File: config.mk
export PLATFORM = sky130hd
export DESIGN_NAME = pi_controller_saturated
export DESIGN_NICKNAME = d
export VERILOG_FILES = /design/src/rtl/pics_pkg.sv /design/src/rtl/pi_controller_saturated.sv
export SDC_FILE = /design/constraint.sdc
export NUM_CORES = 2
export LEC_CHECK = 0
export BUFFER_PORTS_ARGS = -buffer_cell sky130_fd_sc_hd__buf_2
export CAP_MARGIN = 40
export CORE_ASPECT_RATIO = 0.9
export CORE_MARGIN = 4
export CORE_UTILIZATION = 50
export DETAILED_ROUTE_END_ITERATION = 8
export GPL_TIMING_DRIVEN = 0
export MAX_ROUTING_LAYER = met4
export PLACE_DENSITY = 0.64
export RECOVER_POWER = 50
export SLEW_MARGIN = 15
export SYNTH_ARGS = -nofsm -noshare
export SYNTH_HDL_FRONTEND = slang
export SYNTH_SLANG_ARGS = --single-unit
File: constraint.sdc
create_clock -name clk_i -period 12.93 [get_ports clk_i]
set_input_delay 1.293 -clock clk_i [delete_from_list [all_inputs] [get_ports clk_i]]
set_output_delay 1.293 -clock clk_i [all_outputs]
set_load 0.02 [all_outputs]
File: src/rtl/pics_pkg.sv
package pics_pkg;

  // Configuration register indexes
  typedef enum logic [2:0] {
    REG_PROP_GAIN     = 3'd0,
    REG_INTEG_GAIN    = 3'd1,
    REG_SAMPLE_PERIOD = 3'd2,
    REG_OUT_LOW       = 3'd3,
    REG_OUT_HIGH      = 3'd4,
    REG_WINDUP_MARGIN = 3'd5
  } reg_idx_e;

  localparam int unsigned UcAddrW = 4;

  // ALU operations
  typedef enum logic [2:0] {
    ALU_ADD,    // saturating a + b
    ALU_SUB,    // saturating a - b
    ALU_PASS,   // a
    ALU_QSC,    // product register / 2^16, toward zero, saturated
    ALU_CLAMP   // a clamped to the selected bounds
  } alu_op_e;

  typedef enum logic [2:0] {
    A_TARGET,
    A_LO,
    A_HI,
    A_T,
    A_P,
    A_PRESET
  } a_sel_e;

  typedef enum logic [2:0] {
    B_MEAS,
    B_MARGIN,
    B_I,
    B_INTEG,
    B_P
  } b_sel_e;

  typedef enum logic {
    BND_OUT,
    BND_WIDE
  } bnd_sel_e;

  typedef enum logic [3:0] {
    D_ERR,
    D_WLO,
    D_WHI,
    D_T,
    D_P,
    D_I,
    D_INTEG,
    D_HELD
  } dst_sel_e;

  typedef enum logic {
    MA_ERR,
    MA_T
  } mul_a_e;

  typedef enum logic [1:0] {
    MB_KP,
    MB_KI,
    MB_TS
  } mul_b_e;

  typedef struct packed {
    alu_op_e              alu;
    a_sel_e               a;
    b_sel_e               b;
    bnd_sel_e             bnd;
    dst_sel_e             dst;
    logic                 mul_en;
    mul_a_e               mul_a;
    mul_b_e               mul_b;
    logic                 br_rst;   // branch when the item is a reset item
    logic                 done;     // last step, hand result to output
    logic [UcAddrW-1:0]   br_tgt;
  } ucode_t;

  localparam logic [UcAddrW-1:0] UcRstEntry = 4'd12;
  localparam logic [UcAddrW-1:0] UcLast     = 4'd14;

  function automatic ucode_t uc(input alu_op_e alu, input a_sel_e a, input b_sel_e b,
                                input bnd_sel_e bnd, input dst_sel_e dst,
                                input logic mul_en, input mul_a_e ma, input mul_b_e mb,
                                input logic br_rst, input logic done);
    ucode_t w;
    w.alu    = alu;
    w.a      = a;
    w.b      = b;
    w.bnd    = bnd;
    w.dst    = dst;
    w.mul_en = mul_en;
    w.mul_a  = ma;
    w.mul_b  = mb;
    w.br_rst = br_rst;
    w.done   = done;
    w.br_tgt = UcRstEntry;
    return w;
  endfunction

  // Control store. Steps 0..6 are shared, 7..11 finish an update, 12..14 a reset.
  function automatic ucode_t uc_rom(input logic [UcAddrW-1:0] addr);
    ucode_t w;
    case (addr)
      4'd0:  w = uc(ALU_SUB,   A_TARGET, B_MEAS,   BND_OUT,  D_ERR,   1'b0, MA_ERR, MB_KP,
                    1'b0, 1'b0);
      4'd1:  w = uc(ALU_SUB,   A_LO,     B_MARGIN, BND_OUT,  D_WLO,   1'b1, MA_ERR, MB_KP,
                    1'b0, 1'b0);
      4'd2:  w = uc(ALU_QSC,   A_T,      B_P,      BND_OUT,  D_T,     1'b1, MA_ERR, MB_KI,
                    1'b0, 1'b0);
      4'd3:  w = uc(ALU_CLAMP, A_T,      B_P,      BND_OUT,  D_P,     1'b0, MA_ERR, MB_KP,
                    1'b0, 1'b0);
      4'd4:  w = uc(ALU_QSC,   A_T,      B_P,      BND_OUT,  D_T,     1'b0, MA_ERR, MB_KP,
                    1'b0, 1'b0);
      4'd5:  w = uc(ALU_ADD,   A_HI,     B_MARGIN, BND_OUT,  D_WHI,   1'b1, MA_T,   MB_TS,
                    1'b0, 1'b0);
      4'd6:  w = uc(ALU_QSC,   A_T,      B_P,      BND_OUT,  D_I,     1'b0, MA_ERR, MB_KP,
                    1'b1, 1'b0);
      4'd7:  w = uc(ALU_ADD,   A_P,      B_I,      BND_OUT,  D_T,     1'b0, MA_ERR, MB_KP,
                    1'b0, 1'b0);
      4'd8:  w = uc(ALU_ADD,   A_T,      B_INTEG,  BND_OUT,  D_T,     1'b0, MA_ERR, MB_KP,
                    1'b0, 1'b0);
      4'd9:  w = uc(ALU_CLAMP, A_T,      B_P,      BND_WIDE, D_T,     1'b0, MA_ERR, MB_KP,
                    1'b0, 1'b0);
      4'd10: w = uc(ALU_CLAMP, A_T,      B_P,      BND_OUT,  D_HELD,  1'b0, MA_ERR, MB_KP,
                    1'b0, 1'b0);
      4'd11: w = uc(ALU_SUB,   A_T,      B_P,      BND_OUT,  D_INTEG, 1'b0, MA_ERR, MB_KP,
                    1'b0, 1'b1);
      4'd12: w = uc(ALU_PASS,  A_PRESET, B_P,      BND_OUT,  D_HELD,  1'b0, MA_ERR, MB_KP,
                    1'b0, 1'b0);
      4'd13: w = uc(ALU_SUB,   A_PRESET, B_I,      BND_OUT,  D_T,     1'b0, MA_ERR, MB_KP,
                    1'b0, 1'b0);
      4'd14: w = uc(ALU_SUB,   A_T,      B_P,      BND_OUT,  D_INTEG, 1'b0, MA_ERR, MB_KP,
                    1'b0, 1'b1);
      default: w = uc(ALU_PASS, A_T,     B_P,      BND_OUT,  D_T,     1'b0, MA_ERR, MB_KP,
                    1'b0, 1'b1);
    endcase
    return w;
  endfunction

endpackage

File: src/rtl/pi_controller_saturated.sv
// Saturated PI controller with anti-windup, signed Q16.16 throughout. An update
// item forms err = target - measured, a proportional term err*kp clamped to
// [out_low, out_high], and an integral increment err*ki*ts; it adds both and the
// integrator, clamps the sum to the output range widened by windup_margin, drives
// that sum clamped to the output range and keeps (sum - proportional term) as the
// integrator. A reset item (operation = 1) drives preset_output and primes the
// integrator so that an update with the same error reproduces the preset.
// Products are exact 64-bit, divided by 2^16 toward zero; every sum and product
// saturates to 32 bits. One item is worked at a time by a microcoded sequencer
// over a single 32x32 multiplier and a single saturating ALU, which does one
// operation per step. A finished result sits in an output register, so the next
// item is taken while it waits; the sequencer holds on its last step only if the
// previous result has still not been taken. The user must write configuration
// through cfg_we_i/cfg_idx_i/cfg_data_i only while the block is idle; the block
// itself does not enforce it. Unknown indexes are ignored.
module pi_controller_saturated (
  input  logic        clk_i,
  input  logic        rst_ni,
  // configuration writes
  input  logic        cfg_we_i,
  input  logic [2:0]  cfg_idx_i,
  input  logic [31:0] cfg_data_i,
  // input channel
  input  logic        in_valid_i,
  output logic        in_stall_o,
  input  logic        operation_i,
  input  logic [31:0] measured_i,
  input  logic [31:0] target_i,
  input  logic [31:0] preset_output_i,
  // output channel
  output logic        out_valid_o,
  input  logic        out_stall_i,
  output logic [31:0] drive_o
);
  import pics_pkg::*;

  localparam logic signed [31:0] S32Max = 32'sh7fff_ffff;
  localparam logic signed [31:0] S32Min = 32'sh8000_0000;

  // Saturate a 33-bit sum to 32 bits.
  function automatic logic signed [31:0] sat33(input logic signed [32:0] v);
    logic signed [31:0] r;
    if (v[32] == v[31]) r = v[31:0];
    else if (v[32])     r = S32Min;
    else                r = S32Max;
    return r;
  endfunction

  // Product / 2^16 truncated toward zero, saturated to 32 bits.
  function automatic logic signed [31:0] qscale(input logic signed [63:0] p);
    logic               rnd;
    logic signed [47:0] s;
    logic signed [31:0] r;
    rnd = p[63] && (p[15:0] != 16'd0);
    s   = $signed(p[63:16]) + $signed({47'd0, rnd});
    if ((&s[47:31]) || !(|s[47:31])) r = s[31:0];
    else if (s[47])                  r = S32Min;
    else                             r = S32Max;
    return r;
  endfunction

  // Raise to lo, then lower to hi: inverted bounds give hi.
  function automatic logic signed [31:0] clamp(input logic signed [31:0] v,
                                               input logic signed [31:0] lo,
                                               input logic signed [31:0] hi);
    logic signed [31:0] r;
    if (v > hi || lo > hi) r = hi;
    else if (v < lo)       r = lo;
    else                   r = v;
    return r;
  endfunction

  // configuration
  logic signed [31:0] kp_q, ki_q, out_low_q, out_high_q;
  logic        [30:0] ts_q, margin_q;

  // sequencer
  logic               busy_q;
  logic [UcAddrW-1:0] pc_q;
  ucode_t             uc_w;
  logic               step_go;
  logic               in_xfer;

  // architectural state and result register
  logic signed [31:0] integ_q, held_q, drive_q;
  logic               out_valid_q;

  // operand latches and scratch
  logic               op_q;
  logic signed [31:0] meas_q, target_q, preset_q;
  logic signed [31:0] err_q, wlo_q, whi_q, t_q, p_q, i_q;
  logic signed [63:0] prod_q;

  logic signed [31:0] a_val, b_val, bnd_lo, bnd_hi, alu_res;
  logic signed [31:0] mul_a, mul_b;
  logic signed [63:0] mul_res;

  assign uc_w       = uc_rom(pc_q);
  assign in_xfer    = in_valid_i && !busy_q;
  // hold on the last step while the previous result is still unclaimed
  assign step_go    = busy_q && !(uc_w.done && out_valid_q && out_stall_i);
  assign in_stall_o = busy_q;
  assign out_valid_o = out_valid_q;
  assign drive_o    = drive_q;

  always_comb begin
    case (uc_w.a)
      A_TARGET: a_val = target_q;
      A_LO:     a_val = out_low_q;
      A_HI:     a_val = out_high_q;
      A_T:      a_val = t_q;
      A_P:      a_val = p_q;
      A_PRESET: a_val = preset_q;
      default:  a_val = t_q;
    endcase
    case (uc_w.b)
      B_MEAS:   b_val = meas_q;
      B_MARGIN: b_val = $signed({1'b0, margin_q});
      B_I:      b_val = i_q;
      B_INTEG:  b_val = integ_q;
      B_P:      b_val = p_q;
      default:  b_val = p_q;
    endcase
    case (uc_w.bnd)
      BND_WIDE: begin
        bnd_lo = wlo_q;
        bnd_hi = whi_q;
      end
      default: begin
        bnd_lo = out_low_q;
        bnd_hi = out_high_q;
      end
    endcase
  end

  always_comb begin
    case (uc_w.alu)
      ALU_ADD:   alu_res = sat33({a_val[31], a_val} + {b_val[31], b_val});
      ALU_SUB:   alu_res = sat33({a_val[31], a_val} - {b_val[31], b_val});
      ALU_PASS:  alu_res = a_val;
      ALU_QSC:   alu_res = qscale(prod_q);
      ALU_CLAMP: alu_res = clamp(a_val, bnd_lo, bnd_hi);
      default:   alu_res = a_val;
    endcase
  end

  // shared multiplier, one product per step, registered
  always_comb begin
    case (uc_w.mul_a)
      MA_T:    mul_a = t_q;
      default: mul_a = err_q;
    endcase
    case (uc_w.mul_b)
      MB_KI:   mul_b = ki_q;
      MB_TS:   mul_b = $signed({1'b0, ts_q});
      default: mul_b = kp_q;
    endcase
  end
  assign mul_res = mul_a * mul_b;

  // control, configuration and architectural state
  always_ff @(posedge clk_i or negedge rst_ni) begin
    if (!rst_ni) begin
      busy_q      <= 1'b0;
      pc_q        <= '0;
      out_valid_q <= 1'b0;
      kp_q        <= 32'sd65536;
      ki_q        <= 32'sd0;
      ts_q        <= 31'd65536;
      out_low_q   <= -32'sd65536;
      out_high_q  <= 32'sd65536;
      margin_q    <= 31'd0;
      integ_q     <= 32'sd0;
      held_q      <= 32'sd0;
    end else begin
      if (cfg_we_i) begin
        case (cfg_idx_i)
          REG_PROP_GAIN:     kp_q       <= cfg_data_i;
          REG_INTEG_GAIN:    ki_q       <= cfg_data_i;
          REG_SAMPLE_PERIOD: ts_q       <= cfg_data_i[30:0];
          REG_OUT_LOW:       out_low_q  <= cfg_data_i;
          REG_OUT_HIGH:      out_high_q <= cfg_data_i;
          REG_WINDUP_MARGIN: margin_q   <= cfg_data_i[30:0];
          default: ;
        endcase
      end

      // a finishing program refills the result register, even as the old one leaves
      if (step_go && uc_w.done)             out_valid_q <= 1'b1;
      else if (out_valid_q && !out_stall_i) out_valid_q <= 1'b0;

      if (in_xfer) begin
        busy_q <= 1'b1;
        pc_q   <= '0;
      end else if (step_go) begin
        if (uc_w.done) begin
          busy_q <= 1'b0;
        end else if (uc_w.br_rst && op_q) begin
          pc_q <= uc_w.br_tgt;
        end else begin
          pc_q <= pc_q + 1'b1;
        end
        case (uc_w.dst)
          D_INTEG: integ_q <= alu_res;
          D_HELD:  held_q  <= alu_res;
          default: ;
        endcase
      end
    end
  end

  // datapath scratch, no reset needed
  always_ff @(posedge clk_i) begin
    if (in_xfer) begin
      op_q     <= operation_i;
      meas_q   <= measured_i;
      target_q <= target_i;
      preset_q <= preset_output_i;
    end
    if (step_go) begin
      if (uc_w.mul_en) prod_q <= mul_res;
      if (uc_w.done)   drive_q <= held_q;
      case (uc_w.dst)
        D_ERR:   err_q <= alu_res;
        D_WLO:   wlo_q <= alu_res;
        D_WHI:   whi_q <= alu_res;
        D_T:     t_q   <= alu_res;
        D_P:     p_q   <= alu_res;
        D_I:     i_q   <= alu_res;
        default: ;
      endcase
    end
  end

  // the sequencer never runs past the end of the control store
  a_pc_range: assert property (@(posedge clk_i) disable iff (!rst_ni)
    busy_q |-> pc_q <= UcLast)
    else $error("sequencer address out of program");

  // a new transfer always starts the program at its first step
  a_start: assert property (@(posedge clk_i) disable iff (!rst_ni)
    in_xfer |=> busy_q && pc_q == '0)
    else $error("item did not start at step zero");

  // a result appears only from a completed last step
  a_result_src: assert property (@(posedge clk_i) disable iff (!rst_ni)
    $rose(out_valid_q) |-> $past(step_go && uc_w.done))
    else $error("result without a finished program");

  // last step waits while an earlier result is still held
  a_hold_last: assert property (@(posedge clk_i) disable iff (!rst_ni)
    busy_q && uc_w.done && out_valid_q && out_stall_i |=> busy_q && $stable(pc_q))
    else $error("result register overwritten");

endmodule

* Word-level counts from Yosys, hierarchy flattened
Memories as Yosys holds them, arrays and structs flattened. Cells that the tools add are included.
Cells by class: multipliers 1, add/subtract/negate cells 4, equality and inequality tests 27, muxes and demuxes 24, reduce and logical (&&, ||, !) cells 43, magnitude comparators 3, bitwise logic cells 1
Operators with widths (number):
- $mux W32 | 11
- $pmux W32 S4 | 2
- $pmux W32 S5 | 1
- $gt A32 B32 Y1 | 2
- $mul A32 B32 Y64 | 1
- $pmux W32 S2 | 1
- $add A48 B2 Y48 | 1
- $add A32 B32 Y33 | 1
- $sub A32 B32 Y33 | 1
- $lt A32 B32 Y1 | 1
- $reduce_and A2 Y1 | 16
- $eq A3 B2 Y1 const B | 6
- $reduce_and A17 Y1 | 1
- $reduce_or A17 Y1 | 1
- $eq A4 B3 Y1 const B | 4
- $mux W4 | 4
- $reduce_bool A16 Y1 | 1
- $eq A3 B3 Y1 const B | 5
- $eq A3 B1 Y1 const B | 4
- $logic_not A3 Y1 | 4
- $eq A4 B2 Y1 const B | 2
- $logic_and A1 B1 Y1 | 8
- $reduce_and A3 Y1 | 2
- $reduce_bool A2 Y1 | 3
- 11 further kinds | 20
Storage, ports and cells: memories kept 1, input bits 137, output and inout port bits 34, register bits after elaboration 645, ROM bits 304
Memories:
- (name not given) | depth 16, width 19, rd ports 1, clocked after memory_dff 0, write ports 0, RTL line pics_pkg.sv:107 | case (addr)

* Longest topological paths before layout
depth in word-level cells 8, depth in mapped cells 43, mapped depth without buffers 36

* Worst setup path after synthesis
Ideal clock, no wire load.
kind register -> register, start register pc_q[1], end register prod_q[60] (data pin), buffers on the path 7, cell stages (with the launch flop) 40, library setup time 0.260 ns, setup slack 1.966 ns, data required time 12.670 ns, data arrival time 10.704 ns, cells stage by stage dfrtp_1 inv_1 ha_1 clkbuf_1 nand2_1 or2_2 clkbuf_1 inv_1 clkbuf_1 clkbuf_1 ha_1 buf_1 a22oi_1 o21ai_0 clkbuf_1 nand2_1 fa_1 fa_1 [... 4 more ...] fa_1 fa_1 inv_1 fa_1 inv_1 ha_1 clkbuf_1 a21o_1 a22oi_1 nor4b_1 o31ai_1 a31o_2 a41o_1 a211oi_1 o21ai_0 a221o_1 a21oi_1 xnor2_1
On the way: cells in the longest elaborated chain, start to end 4, elaborated cells on any way between the ends 6
RTL lines:
- start: declaration | RTL line pi_controller_saturated.sv:79 | logic [UcAddrW-1:0] pc_q;
- start signal: assignment | RTL line pi_controller_saturated.sv:199 | pc_q <= uc_w.br_tgt;
- start signal: assignment | RTL line pi_controller_saturated.sv:201 | pc_q <= pc_q + 1'b1;
- $mem_v2 Z16 W19 (*)
- $eq A2 B2 Y1 / $eq A2 B1 Y1 (equally long branches) | RTL line pi_controller_saturated.sv:153 | case (uc_w.mul_b)
- $pmux W32 S2 | RTL line pi_controller_saturated.sv:153
- $mul A32 B32 Y64 (*) | RTL line pi_controller_saturated.sv:159 | assign mul_res = mul_a * mul_b;
- named net mul_res[60] | RTL line pi_controller_saturated.sv:96 | logic signed [63:0] mul_res;
- end signal: assignment | RTL line pi_controller_saturated.sv:221 | if (uc_w.mul_en) prod_q <= mul_res;
- end: declaration | RTL line pi_controller_saturated.sv:92 | logic signed [63:0] prod_q;
The timed path passes the listed nets; every way through them passes the cells marked *. A chain may end at the register's enable or synchronous reset.

* Final worst setup path
start register pc_q[1], end register prod_q[56] (data pin)
Same word-level chain as after synthesis.

==> results by stage <==
Synthesis:
- In the synthesized netlist, the cells that appear most often are 1137 x inv_1, 1084 x fa_1, 913 x nand2_1.
- In this run, synthesis inferred 385 flip-flops with an integrated enable.
- The register bit total from synthesis is 645.
- The mean instance size in the synthesized netlist is 10.0 um2.
- The cell with the most instances after synthesis is inv_1.
- The synthesized instance count is 6948.
- Summing the sequential cell areas from Yosys gives 26.0% of the chip area.
- Counting flops with an async set or reset pin after synthesis yields a share of 40.3%.
- The unique cell type count in the Yosys netlist is 88.
- Of the post-synthesis cell area, the dominant cell type holds 31.2%.
- Of all cell types, the one taking the most synthesized area is fa_1.
- The most used flip-flop cell after synthesis is edfxtp_1.
- After synthesis the cells add up to 69500 um2.
- During synthesis, Yosys emitted a total of 0 warnings.
- The number of nets produced by synthesis is 8525.
- By area the synthesized netlist is led by fa_1 31%, edfxtp_1 17%, dfrtp_1 8.7%.

Worst setup path:
- The peak fanout along the critical path is 10.
- The arrival time of the worst setup path is 13.00 ns.
- The critical path in this run is classified as reg2reg.
- The kind of end point of the critical path is a register.
- The library cell appearing most often on the critical path is fa_1.
- The critical path startpoint category is a register.
- The data required time at the worst endpoint is 13.34 ns.
- The delay of the slowest cell on the worst path is 0.54 ns.
- On the critical path, the stage with the largest delay is an instance of fa_1.

Routing:
- The highest metal layer with signal wires is met4.
- After detailed routing, the met3 layer carries 45300 um of wire.
- The routed design uses 122000 um of met2 wire.
- Once detail routing completed, the nets flagged for antenna violations numbered 0.
- The routed via count divided by cell count is 6.15.
- Summed over all layers, the routed wires come to 304000 um.
- The number of iterations in the first detailed-routing pass is 6.
- In the routed design, unresolved DRC markers number 0.
- The wire length per cell after detailed routing is 32.5 um.
- The detailed router placed 57.5k vias in this run.
- In the final routing, the length of wire on met1 measures 123000 um.
- The number of violations reported at the end of detailed-routing iteration 0 is 7876.

STA:
- The time the worst path needs with I/O delays and setup is 12.59 ns.
- The max-slew violation count is 372.
- The final count of hold timing violations was 0.
- The pin slew with the least headroom to its limit is 5.46 ns.
- The worst path uses 97.4% of the clock period.
- Headroom to the max-slew limit came out at -264%.
- Derived from the worst setup path, the maximum achievable clock frequency is 0.0794 GHz.
- Setup repair after global routing left no endpoint under its margin.
- The worst hold-check slack is 0.418 ns.
- Setup violations remaining at the end of the flow were counted as 0.
- On the final layout, the worst clock skew is 0.0483 ns.

Layout:
- The register ranked first by flip-flop count is prod_q.
- The register with the most flip-flops in the layout has 64 of them.
- The post-route netlist has 12.6% of its cells at a drive strength greater than 1.
- The post-layout instance area is 78100 um2.
- The number of nets in the layout is 8985.
- The area growth from synthesis to layout is 12.4%.

Global route:
- The aggregate global-route resource usage is 43.1%.
- The initial antenna violation count is 34.
- The maximum number of pins on one net before global-route repair is 101.
- The via count of the first global-routing pass was 57.0k.
- The first global-routing pass estimated 429000 um of wire.
- The aggregate global routing overflow is 0.

Die:
- The row count is 129.
- For this configuration, the core starts out at a cell density of 50.4%.
- The full die area is 145000 um2.
- The placeable core region is 138000 um2.
- The die extent in y is 362 um.
- From left edge to right edge, the die measures 401 um.
- The I/O pin count is 171.

Flow run:
- The number of max-capacitance violations reported is 8.

Placement:
- The HPWL after detailed placement is 261000 um.
- The routability-driven placement congestion ratio is 1.08.
- Once placement finished, the instance area stood at 75700 um2.
- The count of buffers inserted at the top-level ports is 170.

CTS:
- TritonCTS built the clock tree.
- In this run the deepest clock path goes through 3 buffers.
- The clock net in this run drives a total of 645 sinks.
- The clock input transition at the sequential cells of the worst setup and hold paths is 0.07 ns.
- The H-tree generated during clock tree synthesis spans 2 levels.
- Buffers inserted during clock tree synthesis total 59.
- The buffer cell driving the clock tree root is clkbuf_16.
- The clock reaches the later pin of the worst-skew pair after 0.70 ns.

Hold path:
- The classification of the worst-slack hold path is reg2reg.

Outcome:
- The final reports fail on capacitance limit, slew limit.
- The run finished, with violations left.
[through the flow]
stage               utilization [%]  std cells  TNS (ns)  worst slack [ns]
floorplan                         -       6948         0              1.97
global placement               52.7       8952    -82.86             -3.28
detailed placement             54.9       9159    -39.55             -2.20
CTS                            56.5       9264         0            0.0242
global route                   56.6       9331         0            0.0258
finish                         56.7       9344         0             0.337
[area by class of cell]
class	count	area, um2
plain buffers	301	1220
repair buffers	409	3370
well taps	1834	2290
multi-input cells	4854	46600
diodes	51	128
inverters	1138	4270
clock inverters	35	469
fillers	12300	59700
flip-flops and latches	645	18100
clock buffers	77	1630
[what timing repair did]
item                                    CTS  global route
hold buffers                              0             0
buffers inserted                          2             0
endpoints found under the setup margin   37            15
gates resized for setup                  61            24
pin swaps                                 1             0
[kinds of logic (layout without fill, tap and decap cells)]
group	count (synthesis)	after routing	synth area share, %
AND/OR/NAND/NOR	1995	1995	12.2
multiplexers	388	388	6.08
buffers and inverters	1449	1960	7.86
XOR/XNOR	134	134	1.69
other	0	51	0
flip-flops	645	645	26.0
AO/OA/AOI/OAI	896	896	8.53
adder cells (fa/ha/maj)	1441	1441	37.6
[cells in the final DEF (no fill, tap or decap), types with 241 or more instances in the layout]
master / n
edfxtp_1: 385
inv_1: 1137
dfrtp_1: 241
clkbuf_1: 302
a21oi_1: 249
fa_1: 1082
ha_1: 356
nor2_1: 695
mux2_2: 274
nand2_1: 913
[final timing paths]
| check | start | endpoint | slack, ns | depth (start not counted) |
|---|---|---|---|---|
| setup reg to reg | pc_q[1] | prod_q[56] | 0.34 | 40 |
| hold reg to reg | held_q[23] | drive_o[23] | 0.42 | 0 |
| max in group asynchronous | rst_ni | kp_q[4] | 2.33 | 3 |
| min in group asynchronous | rst_ni | held_q[21] | 1.27 | 1 |
| setup / recovery | pc_q[1] | prod_q[56] | 0.34 | 40 |
| hold / removal | held_q[23] | drive_o[23] | 0.42 | 0 |
[critical path, delay by kind of cell (launching register included)]
family                     cells  cell delay (ns)
and+or+nand+nor                5             1.03
AOI/OAI and AO/OA             10             3.02
buffers and inverters         13             2.88
adders and majority gates     11             4.72
xor gates and xnor gates       1             0.11
DFF                            1             0.52
[metal layers]
metal,track usage [%],up-vias
met2,57.1,3697
met4,16.1,0
li1,-,23500
met1,59.9,29500
met3,16.5,713
met5,-,-
Power is left out: the tool's default activity adds up to more than one toggle a clock period on the data nets, which glitch-free logic cannot reach.
